## config.mk

```make
export PLATFORM = sky130hd
export DESIGN_NAME = byte_pattern_search_fold_top_flat
export DESIGN_NICKNAME = d
export VERILOG_FILES = /design/src/design/bpsf_pkg.sv /design/src/design/bpsf_in_if.sv /design/src/design/bpsf_out_if.sv /design/src/design/byte_pattern_search_fold_top.sv /design/src/flat_wrapper.sv
export SDC_FILE = /design/constraint.sdc
export NUM_CORES = 2
export LEC_CHECK = 0
export BUFFER_PORTS_ARGS = -buffer_cell sky130_fd_sc_hd__clkbuf_2
export CORE_ASPECT_RATIO = 1.2
export CORE_UTILIZATION = 45
export CTS_BUF_LIST = sky130_fd_sc_hd__clkbuf_16
export CTS_CLUSTER_SIZE = 30
export DETAILED_ROUTE_END_ITERATION = 6
export HOLD_SLACK_MARGIN = 0.15
export SLEW_MARGIN = 20
export SYNTH_ARGS = -nofsm -noshare
export SYNTH_HDL_FRONTEND = slang
export SYNTH_SLANG_ARGS = --single-unit
```

## constraint.sdc

```tcl
create_clock -name i_clk -period 20.7 [get_ports i_clk]
set_input_delay 4.14 -clock i_clk [delete_from_list [all_inputs] [get_ports i_clk]]
set_output_delay 4.14 -clock i_clk [all_outputs]
set_load 0.03 [all_outputs]
```

## src/design/bpsf_pkg.sv

```systemverilog
`timescale 1ns / 1ps
package bpsf_pkg;

    localparam int NEEDLE_MAX    = 16;
    localparam int POSITION_BITS = 32;

    localparam int BYTE_W     = 8;
    localparam int WORD_W     = 32;
    localparam int CFG_DATA_W = 64;
    localparam int CFG_IDX_W  = 3;
    localparam int LEN_FIELD_W = 5;
    localparam int LEN_W      = $clog2(NEEDLE_MAX + 1);
    localparam int NIDX_W     = (NEEDLE_MAX > 1) ? $clog2(NEEDLE_MAX) : 1;
    localparam int WIN_D      = (NEEDLE_MAX > 1) ? NEEDLE_MAX - 1 : 1;

    localparam logic [POSITION_BITS-1:0] POS_MAX   = '1;
    localparam logic [WORD_W-1:0]        COUNT_MAX = '1;

    localparam logic [BYTE_W-1:0] CH_UPPER_A = 8'h41;
    localparam logic [BYTE_W-1:0] CH_UPPER_Z = 8'h5A;
    localparam logic [BYTE_W-1:0] CH_LOWER_A = 8'h61;

    typedef enum logic [CFG_IDX_W-1:0] {
        CFG_NEEDLE_LOW      = 3'd0,
        CFG_NEEDLE_HIGH     = 3'd1,
        CFG_NEEDLE_LENGTH   = 3'd2,
        CFG_FOLD_ENABLE     = 3'd3,
        CFG_SEARCH_BACKWARD = 3'd4,
        CFG_WRAP_ENABLE     = 3'd5,
        CFG_START_OFFSET    = 3'd6,
        CFG_QUERY_OFFSET    = 3'd7
    } t_cfg_idx;

    function automatic logic [BYTE_W-1:0] fold_byte(input logic [BYTE_W-1:0] b,
                                                    input logic en);
        if (en && (b >= CH_UPPER_A) && (b <= CH_UPPER_Z)) begin
            return b - CH_UPPER_A + CH_LOWER_A;
        end
        return b;
    endfunction

endpackage

```

## src/design/bpsf_in_if.sv

```systemverilog
`timescale 1ns / 1ps
interface bpsf_in_if;
    logic       valid;
    logic       ready;
    logic [7:0] data_byte;
    logic       last_byte;

    modport source (output valid, output data_byte, output last_byte, input ready);
    modport sink   (input valid, input data_byte, input last_byte, output ready);
endinterface

```

## src/design/bpsf_out_if.sv

```systemverilog
`timescale 1ns / 1ps
interface bpsf_out_if;
    logic        valid;
    logic        ready;
    logic        found;
    logic [31:0] match_position;
    logic [31:0] match_count;
    logic [31:0] query_ordinal;

    modport source (output valid, output found, output match_position,
                    output match_count, output query_ordinal, input ready);
    modport sink   (input valid, input found, input match_position,
                    input match_count, input query_ordinal, output ready);
endinterface

```

## src/design/byte_pattern_search_fold_top.sv

```systemverilog
`timescale 1ns / 1ps
// Channel   Dir  Payload                                          Handshake
// i_in      in   data_byte[7:0], last_byte                        valid/ready
// o_res     out  found, match_position, match_count, query_ordinal valid/ready
// i_cfg_*   in   i_cfg_index[2:0], i_cfg_data[63:0]               i_cfg_we
//
// One byte per cycle sustained. An item is held in the input register,
// then the window compare and match bookkeeping update the state registers;
// the result register loads in that same cycle for a last byte.
// Synchronous active-low reset clears configuration, stream state and valids.
// A last byte stalls in the input register only while a previous result waits.
module byte_pattern_search_fold_top (
    input  logic                                i_clk,
    input  logic                                i_rst_n,
    input  logic                                i_cfg_we,
    input  logic [bpsf_pkg::CFG_IDX_W-1:0]      i_cfg_index,
    input  logic [bpsf_pkg::CFG_DATA_W-1:0]     i_cfg_data,
    bpsf_in_if.sink                             i_in,
    bpsf_out_if.source                          o_res
);
    import bpsf_pkg::*;

    logic [CFG_DATA_W-1:0]  r_needle_lo;
    logic [CFG_DATA_W-1:0]  r_needle_hi;
    logic [LEN_FIELD_W-1:0] r_len;
    logic                   r_fold;
    logic                   r_back;
    logic                   r_wrap;
    logic [WORD_W-1:0]      r_start;
    logic [WORD_W-1:0]      r_query;

    logic               r_iv;
    logic [BYTE_W-1:0]  r_ib;
    logic               r_il;

    logic [WIN_D-1:0][BYTE_W-1:0] r_win;
    logic [POSITION_BITS-1:0]     r_pos;
    logic [WORD_W-1:0] r_total, r_mbq;
    logic              r_qhit;
    logic [WORD_W-1:0] r_fa_pos, r_fs_pos, r_lb_pos, r_la_pos;
    logic              r_fa_seen, r_fs_seen, r_lb_seen, r_la_seen;

    logic              r_ov;
    logic              r_found;
    logic [WORD_W-1:0] r_mpos, r_count, r_ord;

    logic [NEEDLE_MAX-1:0][BYTE_W-1:0] w_needle;
    logic [NEEDLE_MAX-1:0][BYTE_W-1:0] w_hay;
    logic [LEN_W-1:0]         w_len;
    logic [POSITION_BITS-1:0] w_lenm1;
    logic [WORD_W-1:0]        w_s;
    logic                     w_cmp;
    logic                     w_go;
    logic                     w_hit;

    logic [POSITION_BITS-1:0] n_pos;
    logic [WORD_W-1:0] n_total, n_mbq;
    logic              n_qhit;
    logic [WORD_W-1:0] n_fa_pos, n_fs_pos, n_lb_pos, n_la_pos;
    logic              n_fa_seen, n_fs_seen, n_lb_seen, n_la_seen;
    logic              n_found;
    logic [WORD_W-1:0] n_mpos, n_ord;

    assign w_go       = r_iv && (!r_il || !r_ov || o_res.ready);
    assign i_in.ready = !r_iv || w_go;

    assign w_len   = (r_len > LEN_FIELD_W'(NEEDLE_MAX)) ? LEN_W'(NEEDLE_MAX)
                                                        : r_len[LEN_W-1:0];
    assign w_lenm1 = POSITION_BITS'(w_len) - POSITION_BITS'(1);
    assign w_s     = WORD_W'(r_pos - w_lenm1);

    always_comb begin
        for (int i = 0; i < NEEDLE_MAX; i++) begin
            w_needle[i] = (i < 8) ? r_needle_lo[(i % 8) * BYTE_W +: BYTE_W]
                                  : r_needle_hi[(i % 8) * BYTE_W +: BYTE_W];
        end
        w_hay[0] = r_ib;
        for (int k = 1; k < NEEDLE_MAX; k++) begin
            w_hay[k] = r_win[k-1];
        end
    end

    always_comb begin
        logic [LEN_W-1:0] v_sel;
        w_cmp = (w_len != '0) && (r_pos >= w_lenm1);
        for (int d = 0; d < NEEDLE_MAX; d++) begin
            v_sel = w_len - LEN_W'(d) - LEN_W'(1);
            if (LEN_W'(d) < w_len) begin
                if (fold_byte(w_hay[d], r_fold) !=
                    fold_byte(w_needle[v_sel[NIDX_W-1:0]], r_fold)) begin
                    w_cmp = 1'b0;
                end
            end
        end
    end

    assign w_hit = w_cmp;

    always_comb begin
        n_pos     = (r_pos != POS_MAX) ? r_pos + POSITION_BITS'(1) : r_pos;
        n_total   = r_total;
        n_mbq     = r_mbq;
        n_qhit    = r_qhit;
        n_fa_pos  = r_fa_pos;
        n_fa_seen = r_fa_seen;
        n_fs_pos  = r_fs_pos;
        n_fs_seen = r_fs_seen;
        n_lb_pos  = r_lb_pos;
        n_lb_seen = r_lb_seen;
        n_la_pos  = w_hit ? w_s : r_la_pos;
        n_la_seen = r_la_seen || w_hit;
        if (w_hit) begin
            if (r_total != COUNT_MAX) begin
                n_total = r_total + WORD_W'(1);
            end
            if (!r_fa_seen) begin
                n_fa_seen = 1'b1;
                n_fa_pos  = w_s;
            end
            if ((w_s >= r_start) && !r_fs_seen) begin
                n_fs_seen = 1'b1;
                n_fs_pos  = w_s;
            end
            if (w_s < r_start) begin
                n_lb_seen = 1'b1;
                n_lb_pos  = w_s;
            end
            if ((w_s < r_query) && (r_mbq != COUNT_MAX)) begin
                n_mbq = r_mbq + WORD_W'(1);
            end
            if (w_s == r_query) begin
                n_qhit = 1'b1;
            end
        end

        n_found = 1'b0;
        n_mpos  = '0;
        if (!r_back) begin
            if (n_fs_seen) begin
                n_found = 1'b1;
                n_mpos  = n_fs_pos;
            end else if (r_wrap && n_fa_seen) begin
                n_found = 1'b1;
                n_mpos  = n_fa_pos;
            end
        end else begin
            if (n_lb_seen) begin
                n_found = 1'b1;
                n_mpos  = n_lb_pos;
            end else if (r_wrap && n_la_seen) begin
                n_found = 1'b1;
                n_mpos  = n_la_pos;
            end
        end
        n_ord = '0;
        if (n_qhit) begin
            n_ord = (n_mbq != COUNT_MAX) ? n_mbq + WORD_W'(1) : COUNT_MAX;
        end
    end

    always_ff @(posedge i_clk) begin
        if (!i_rst_n) begin
            r_needle_lo <= '0;
            r_needle_hi <= '0;
            r_len       <= '0;
            r_fold      <= 1'b0;
            r_back      <= 1'b0;
            r_wrap      <= 1'b0;
            r_start     <= '0;
            r_query     <= '0;
        end else if (i_cfg_we) begin
            unique case (t_cfg_idx'(i_cfg_index))
                CFG_NEEDLE_LOW:      r_needle_lo <= i_cfg_data;
                CFG_NEEDLE_HIGH:     r_needle_hi <= i_cfg_data;
                CFG_NEEDLE_LENGTH:   r_len       <= i_cfg_data[LEN_FIELD_W-1:0];
                CFG_FOLD_ENABLE:     r_fold      <= i_cfg_data[0];
                CFG_SEARCH_BACKWARD: r_back      <= i_cfg_data[0];
                CFG_WRAP_ENABLE:     r_wrap      <= i_cfg_data[0];
                CFG_START_OFFSET:    r_start     <= i_cfg_data[WORD_W-1:0];
                CFG_QUERY_OFFSET:    r_query     <= i_cfg_data[WORD_W-1:0];
            endcase
        end
    end

    always_ff @(posedge i_clk) begin
        if (!i_rst_n) begin
            r_iv <= 1'b0;
        end else if (i_in.ready) begin
            r_iv <= i_in.valid;
        end
    end

    always_ff @(posedge i_clk) begin
        if (i_in.ready && i_in.valid) begin
            r_ib <= i_in.data_byte;
            r_il <= i_in.last_byte;
        end
    end

    always_ff @(posedge i_clk) begin
        if (w_go) begin
            r_win[0] <= r_ib;
            for (int k = 1; k < WIN_D; k++) begin
                r_win[k] <= r_win[k-1];
            end
        end
    end

    always_ff @(posedge i_clk) begin
        if (!i_rst_n || (w_go && r_il)) begin
            r_pos     <= '0;
            r_total   <= '0;
            r_mbq     <= '0;
            r_qhit    <= 1'b0;
            r_fa_pos  <= '0;
            r_fa_seen <= 1'b0;
            r_fs_pos  <= '0;
            r_fs_seen <= 1'b0;
            r_lb_pos  <= '0;
            r_lb_seen <= 1'b0;
            r_la_pos  <= '0;
            r_la_seen <= 1'b0;
        end else if (w_go) begin
            r_pos     <= n_pos;
            r_total   <= n_total;
            r_mbq     <= n_mbq;
            r_qhit    <= n_qhit;
            r_fa_pos  <= n_fa_pos;
            r_fa_seen <= n_fa_seen;
            r_fs_pos  <= n_fs_pos;
            r_fs_seen <= n_fs_seen;
            r_lb_pos  <= n_lb_pos;
            r_lb_seen <= n_lb_seen;
            r_la_pos  <= n_la_pos;
            r_la_seen <= n_la_seen;
        end
    end

    always_ff @(posedge i_clk) begin
        if (!i_rst_n) begin
            r_ov <= 1'b0;
        end else if (w_go && r_il) begin
            r_ov <= 1'b1;
        end else if (o_res.ready) begin
            r_ov <= 1'b0;
        end
    end

    always_ff @(posedge i_clk) begin
        if (w_go && r_il) begin
            r_found <= n_found;
            r_mpos  <= n_mpos;
            r_count <= n_total;
            r_ord   <= n_ord;
        end
    end

    assign o_res.valid          = r_ov;
    assign o_res.found          = r_found;
    assign o_res.match_position = r_mpos;
    assign o_res.match_count    = r_count;
    assign o_res.query_ordinal  = r_ord;

endmodule

```

## src/flat_wrapper.sv

```systemverilog
// flat-port wrapper written by rule: the top's interface ports become plain ports
module byte_pattern_search_fold_top_flat import bpsf_pkg::*;
  (i_clk, i_rst_n, i_cfg_we, i_cfg_index, i_cfg_data, i_in_valid, i_in_data_byte, i_in_last_byte, i_in_ready, o_res_valid, o_res_found, o_res_match_position, o_res_match_count, o_res_query_ordinal, o_res_ready);
  bpsf_in_if i_in_i ();
  bpsf_out_if o_res_i ();
  input  logic i_clk;
  input  logic i_rst_n;
  input  logic i_cfg_we;
  input  logic [bpsf_pkg::CFG_IDX_W-1:0] i_cfg_index;
  input  logic [bpsf_pkg::CFG_DATA_W-1:0] i_cfg_data;
  input wire logic [$bits(i_in_i.valid)-1:0] i_in_valid;
  input wire logic [$bits(i_in_i.data_byte)-1:0] i_in_data_byte;
  input wire logic [$bits(i_in_i.last_byte)-1:0] i_in_last_byte;
  output wire logic [$bits(i_in_i.ready)-1:0] i_in_ready;
  output wire logic [$bits(o_res_i.valid)-1:0] o_res_valid;
  output wire logic [$bits(o_res_i.found)-1:0] o_res_found;
  output wire logic [$bits(o_res_i.match_position)-1:0] o_res_match_position;
  output wire logic [$bits(o_res_i.match_count)-1:0] o_res_match_count;
  output wire logic [$bits(o_res_i.query_ordinal)-1:0] o_res_query_ordinal;
  input wire logic [$bits(o_res_i.ready)-1:0] o_res_ready;
  assign i_in_i.valid = i_in_valid;
  assign i_in_i.data_byte = i_in_data_byte;
  assign i_in_i.last_byte = i_in_last_byte;
  assign i_in_ready = i_in_i.ready;
  assign o_res_valid = o_res_i.valid;
  assign o_res_found = o_res_i.found;
  assign o_res_match_position = o_res_i.match_position;
  assign o_res_match_count = o_res_i.match_count;
  assign o_res_query_ordinal = o_res_i.query_ordinal;
  assign o_res_i.ready = o_res_ready;
  byte_pattern_search_fold_top u_core (.i_clk(i_clk), .i_rst_n(i_rst_n), .i_cfg_we(i_cfg_we), .i_cfg_index(i_cfg_index), .i_cfg_data(i_cfg_data), .i_in(i_in_i), .o_res(o_res_i));
endmodule
```

[Word-level counts from Yosys, hierarchy flattened]
Index checks and enable logic that the tools add are counted.
Cells by class
  add/subtract/negate cells: 100
  $lt $le $gt $ge: 101
  eq/ne operators: 28
  muxes and demuxes: 256
  reductions and logical operators: 94
Operator list (number)
  two-way mux 8 bit: 112
  two-way mux 32 bit: 17
  binary-select mux 8 bit (select 4 bit): 16
  adder 8 x 7 -> 8 bit, second input constant: 32
  greater-or-equal comparator 8 x 7 -> 1 bit, second input constant: 32
  less-or-equal comparator 8 x 7 -> 1 bit, second input constant: 32
  subtractor 8 x 7 -> 8 bit, second input constant: 32
  adder 32 x 1 -> 32 bit, second input constant: 4
  != test 32 bit, second input constant: 4
  != test 8 bit: 16
  two-way mux 1 bit: 110
  < comparator 4 x 5 -> 1 bit, second input constant: 16
  logical AND 1 bit: 72
  greater-or-equal comparator 32 bit: 2
  < comparator 32 bit: 2
  subtractor 4 x 1 -> 4 bit, second input constant: 16
  < comparator 4 x 5 -> 1 bit, first input constant: 8
  == test 32 bit: 1
  subtractor 32 bit: 1
  subtractor 4 bit, second input constant: 8
  < comparator 3 x 5 -> 1 bit, first input constant: 4
  AND reduction 2 bit: 9
  subtractor 4 x 3 -> 4 bit, second input constant: 4
  == test 3 bit, second input constant: 4
  other kinds (13): 25
Storage, ports and cells
  flip-flop bits (word level): 657
  word-level logic and storage cells: 622

[Logic depth before layout (Yosys ltp)]
  depth after elaboration: 50
  depth in mapped cells: 50
  gate-level depth less buffers: 37

[Worst setup path before layout]
No wires, ideal clock.
  kind: flip-flop to flip-flop
  start: reg u_core.r_len[0]
  end: reg u_core.r_ord[23], in the netlist u_core.o_res.query_ordinal[23], data pin
  library setup time: 151 ps
  arrival: 10133 ps
  required time: 20549 ps
  path slack: 10416 ps
  stages on the path, launching flop included: 50
  clock period less this slack: 10284 ps
  path through: dfxtp_1 buf_4 and2b_4 buf_12 inv_12 buf_6 buf_8 clkbuf_1 buf_2 buf_2 ha_1 buf_2 buf_2 buf_2 clkbuf_1 nand2b_1 inv_1 ha_1 [14 not listed] xnor2_1 ha_1 a21o_1 a21o_1 a211oi_1 o221ai_1 a21oi_1 nand2_1 nor2_1 a31oi_1 or4_4 a221oi_2 nand2_1 or3b_1 or4b_1 buf_2 buf_6 a21oi_1
Between the ends
  longest elaborated chain between the ends: 48
  elaborated cells between the ends (all ways): 319
Ends and longest elaborated chain
  start: declaration: RTL line byte_pattern_search_fold_top.sv:25  | logic [LEN_FIELD_W-1:0] r_len;
  start signal: assignment: RTL line byte_pattern_search_fold_top.sv:175  | CFG_NEEDLE_LENGTH: r_len <= i_cfg_data[LEN_FIELD_W-1:0];
  greater-than comparator 5 bit: RTL line byte_pattern_search_fold_top.sv:67  | assign w_len = (r_len > LEN_FIELD_W'(NEEDLE_MAX)) ? LEN_W'(NEEDLE_MAX)
  two-way mux 5 bit *: RTL line byte_pattern_search_fold_top.sv:67
  branches (longest 46 deep; another with subtractor 8 x 7 -> 8 bit)
  end signal: assignment: RTL line byte_pattern_search_fold_top.sv:254  | r_ord <= n_ord;
  end: declaration: RTL line byte_pattern_search_fold_top.sv:45  | logic [WORD_W-1:0] r_mpos, r_count, r_ord;
Mark *: on every way between the ends. The select of a mux whose other input is x is not followed.
A chain may end at the register's enable or synchronous reset.

[Final worst setup path]
  start: reg u_core.r_len[1]
  end: reg u_core.r_ord[31], in the netlist u_core.o_res.query_ordinal[31], data pin
The elaborated chain is that of the path after synthesis.

==> results.yml <==
run_status:
  status: "finished with violations"
  violations: "design-rule violations"
clocking:
  clk_path_buf_depth: 3
  numCtsBuffers: 72
  path_clk_slew_ps: 60
  clock_latency_ps: 650
  cts_setup_buffers: 0
  cts_resized: 0
  hold_buffers: 0
  cts_tree: "built"
  cts_root_buffer: "clkbuf_16"
  clkSinkCount: 657
  htree_levels: 3
global_routing:
  grt_util_all_layers: 0.323
  antenna_found_initial: 7
  grt_pass1_vias: 37332
  gr-total-overflow: 0
  grt_max_degree: 107
  grt_pass1_wl_mm: 248
detailed_routing:
  wl_per_cell_um: 26.4
  met3_length_mm: 12.8
  wl_met2_mm: 76.2
  drt_iter0_markers: 4115
  vias: 39961
  vias_per_cell: 6.24
  drt_pass1_iterations: 7
  drc: 1
  met1Wirelength_mm: 67.2
  ant_nets: 0
  drt_wl_total_mm: 169
  top_layer_used: "met5"
sta:
  maxSlewViolCount: 0
  hold_viol: 0
  min_period_over_period: 0.621
  maxSlewHeadroom: 0.164
  tightestPinTransition_ps: 1240
  fmaxAchievable_ghz: 0.0778
  whs_ps: 451
  setup_viol: 0
  rsz0062_at_grt: "no"
  skew_ps: 39.3
  finalWorstSetupSlack_ps: 7850
  timing.final.crit_period_ps: 12850
  tns_ps: 0
layout:
  top_register: "u_core.r_win"
  layout-drive-gt1-share: 0.130
  final_util: 0.499
  syn_to_final_growth_pct: 9.54
  layout.nets: 5214
  reg_top3: "u_core.r_win: 120 flops, u_core.r_needle_hi: 64 flops, u_core.r_needle_lo: 64 flops"
  fin_cells: 6409
  largest_reg_flops: 120
floorplan:
  rows: 127
  coreArea_um2: 100000
  boundaryPins: 180
  start_util: 0.456
  die_w_um: 293
  dieArea_um2: 103000
  die_h_um: 351
synthesis:
  ys.flop_type: "dfxtp_1"
  synthCells: 4968
  synth_top_area_frac: 0.189
  synth_top_area_cell: "dfxtp_1"
  ys_warn_count: 0
  yosysMostFrequentCell: "nand2_1"
  ys_types: 108
  mappedNetlistNets: 5188
  ys_seq_area_frac: 0.337
  syn_avg_cell_area_um2: 9.20
  async_reset_ff_frac: 0
  synth_seq_cells: 657
  synth_area_um2: 45700
  synth-edff-count: 226
  synthTopCellsByArea: "dfxtp_1, edfxtp_1, mux2i_1"
  netlist_top_cells_count: "nand2_1, mux2i_1, dfxtp_1"
setup_path:
  arrival_ps: 13200
  r2r_start: "u_core.r_len[1]$_SDFFE_PN0P_"
  crit_type: "register to register"
  reg2reg_slack_ps: 7850
  cpMaxStageDelayCell: "a21oi_1"
  startpoint_type: "register"
  slowest_delay_ps: 820
  cp_max_fo: 55
  cp-end-kind: "register"
  cp.required_ps: 21050
  rr_endpoint: "u_core.o_res.query_ordinal[31]$_SDFFCE_PN0P_"
  r2r_cells: 36
place:
  dpl.cell_count: 6274
  dp_hpwl_mm: 125
  pre_cts_ws_ps: 7990
  port_buffers: 179
  gp_congestion: 1.02
flow_run:
  drv_cap: 0
hold_path:
  min_to: "u_core.r_la_pos[6]$_SDFFE_PP0P_"
  hold_depth: 2
  hp-class: "register to register"
  worstHoldStart: "u_core.r_la_pos[6]$_SDFFE_PP0P_"
power_and_ir_drop:
  ir_drop_v: 0.0000545
  p_per_area_nw_per_um2: 60.9
  p_leak_nw: 18.6
-- kinds of logic (layout without fill, tap and decap cells) --
family / Yosys count / count (layout) / share of synthesized area
multiplexers: 666 / 666 / 0.186
other: 0 / 3 / 0
AO/OA/AOI/OAI: 1001 / 1001 / 0.157
flip-flops: 657 / 657 / 0.337
XOR/XNOR: 324 / 324 / 0.0642
AND/OR/NAND/NOR: 1743 / 1743 / 0.175
buffers and inverters: 436 / 520 / 0.0419
adder cells (fa/ha/maj): 141 / 141 / 0.0387
-- through the flow --
stage	instance area [um2]	power [mW]
2_1_floorplan	45700	1.67
3_3_place_gp	47800	1.81
3_5_place_dp	47800	1.81
4_1_cts	50000	3.06
5_1_grt	50000	3.15
6_report	50000	3.05
-- per-layer routing --
metal  vias to the layer above  track usage
met3                       490       0.0573
li1                      18248            -
met5                         -            0
met4                         2        0.208
met2                      1786        0.515
met1                     19435        0.404
-- worst max path at each step --
stage	from	end	slack [ps]	cells after the start
5_1_grt	u_core.r_len[1]$_SDFFE_PN0P_	u_core.o_res.query_ordinal[31]$_SDFFCE_PN0P_	7090	36
4_1_cts	u_core.r_len[1]$_SDFFE_PN0P_	u_core.o_res.query_ordinal[31]$_SDFFCE_PN0P_	8000	36
2_1_floorplan	u_core.r_len[0]$_SDFFE_PN0P_	u_core.o_res.query_ordinal[23]$_SDFFCE_PN0P_	10420	49
6_report	u_core.r_len[1]$_SDFFE_PN0P_	u_core.o_res.query_ordinal[31]$_SDFFCE_PN0P_	7850	36
3_5_place_dp	u_core.r_len[1]$_SDFFE_PN0P_	u_core.o_res.query_ordinal[31]$_SDFFCE_PN0P_	7990	36
3_3_place_gp	u_core.r_len[1]$_SDFFE_PN0P_	u_core.o_res.query_ordinal[31]$_SDFFCE_PN0P_	8220	36
-- worst max-delay path, delay by kind of cell (launching register included) --
kind                       cells  cell delay, ps
AOI/OAI and AO/OA             17            4390
and+or+nand+nor                8            3210
buffers and inverters          5            2140
adders and majority gates      3            1190
xor gates and xnor gates       3             970
DFF                            1             570
-- power breakdown --
group / leakage [nW] / internal, mW / switching, mW
Sequential: 5.73 / 1.36 / 0.0392
Clock: 1.16 / 0.684 / 0.569
Combinational: 11.7 / 0.145 / 0.252
Total: 18.6 / 2.19 / 0.861
-- cell type report --
cell class / count / area, um2
Antenna cell: 3 / 7.51
Clock buffer: 74 / 1850
Clock inverter: 58 / 424
Fill cell: 9491 / 50200
Inverter: 116 / 460
Multi-Input combinational cell: 3875 / 28600
Sequential cell: 657 / 15400
Tap cell: 1354 / 1690
Timing Repair Buffer: 272 / 1600
-- layout by cell type (no fill, tap or decap), drive strengths merged, types with 37 or more instances in the layout --
cell / Yosys / final
a211oi: 59 / 59
a21boi: 197 / 197
a21o: 48 / 48
a21oi: 222 / 222
a22o: 48 / 48
a22oi: 46 / 46
a31oi: 41 / 41
and3: 42 / 42
buf: 114 / 94
clkbuf: 206 / 252
dfxtp: 431 / 431
edfxtp: 226 / 226
ha: 138 / 138
inv: 115 / 134
mux2i: 495 / 495
mux4: 142 / 142
nand2: 790 / 790
nand3: 108 / 108
nand4: 64 / 64
nor2: 358 / 358
nor2b: 38 / 38
nor3: 101 / 101
nor4: 37 / 37
o21ai: 76 / 76
xnor2: 183 / 183
xor2: 136 / 136
Note: power is estimated with default switching activity, not from simulation.
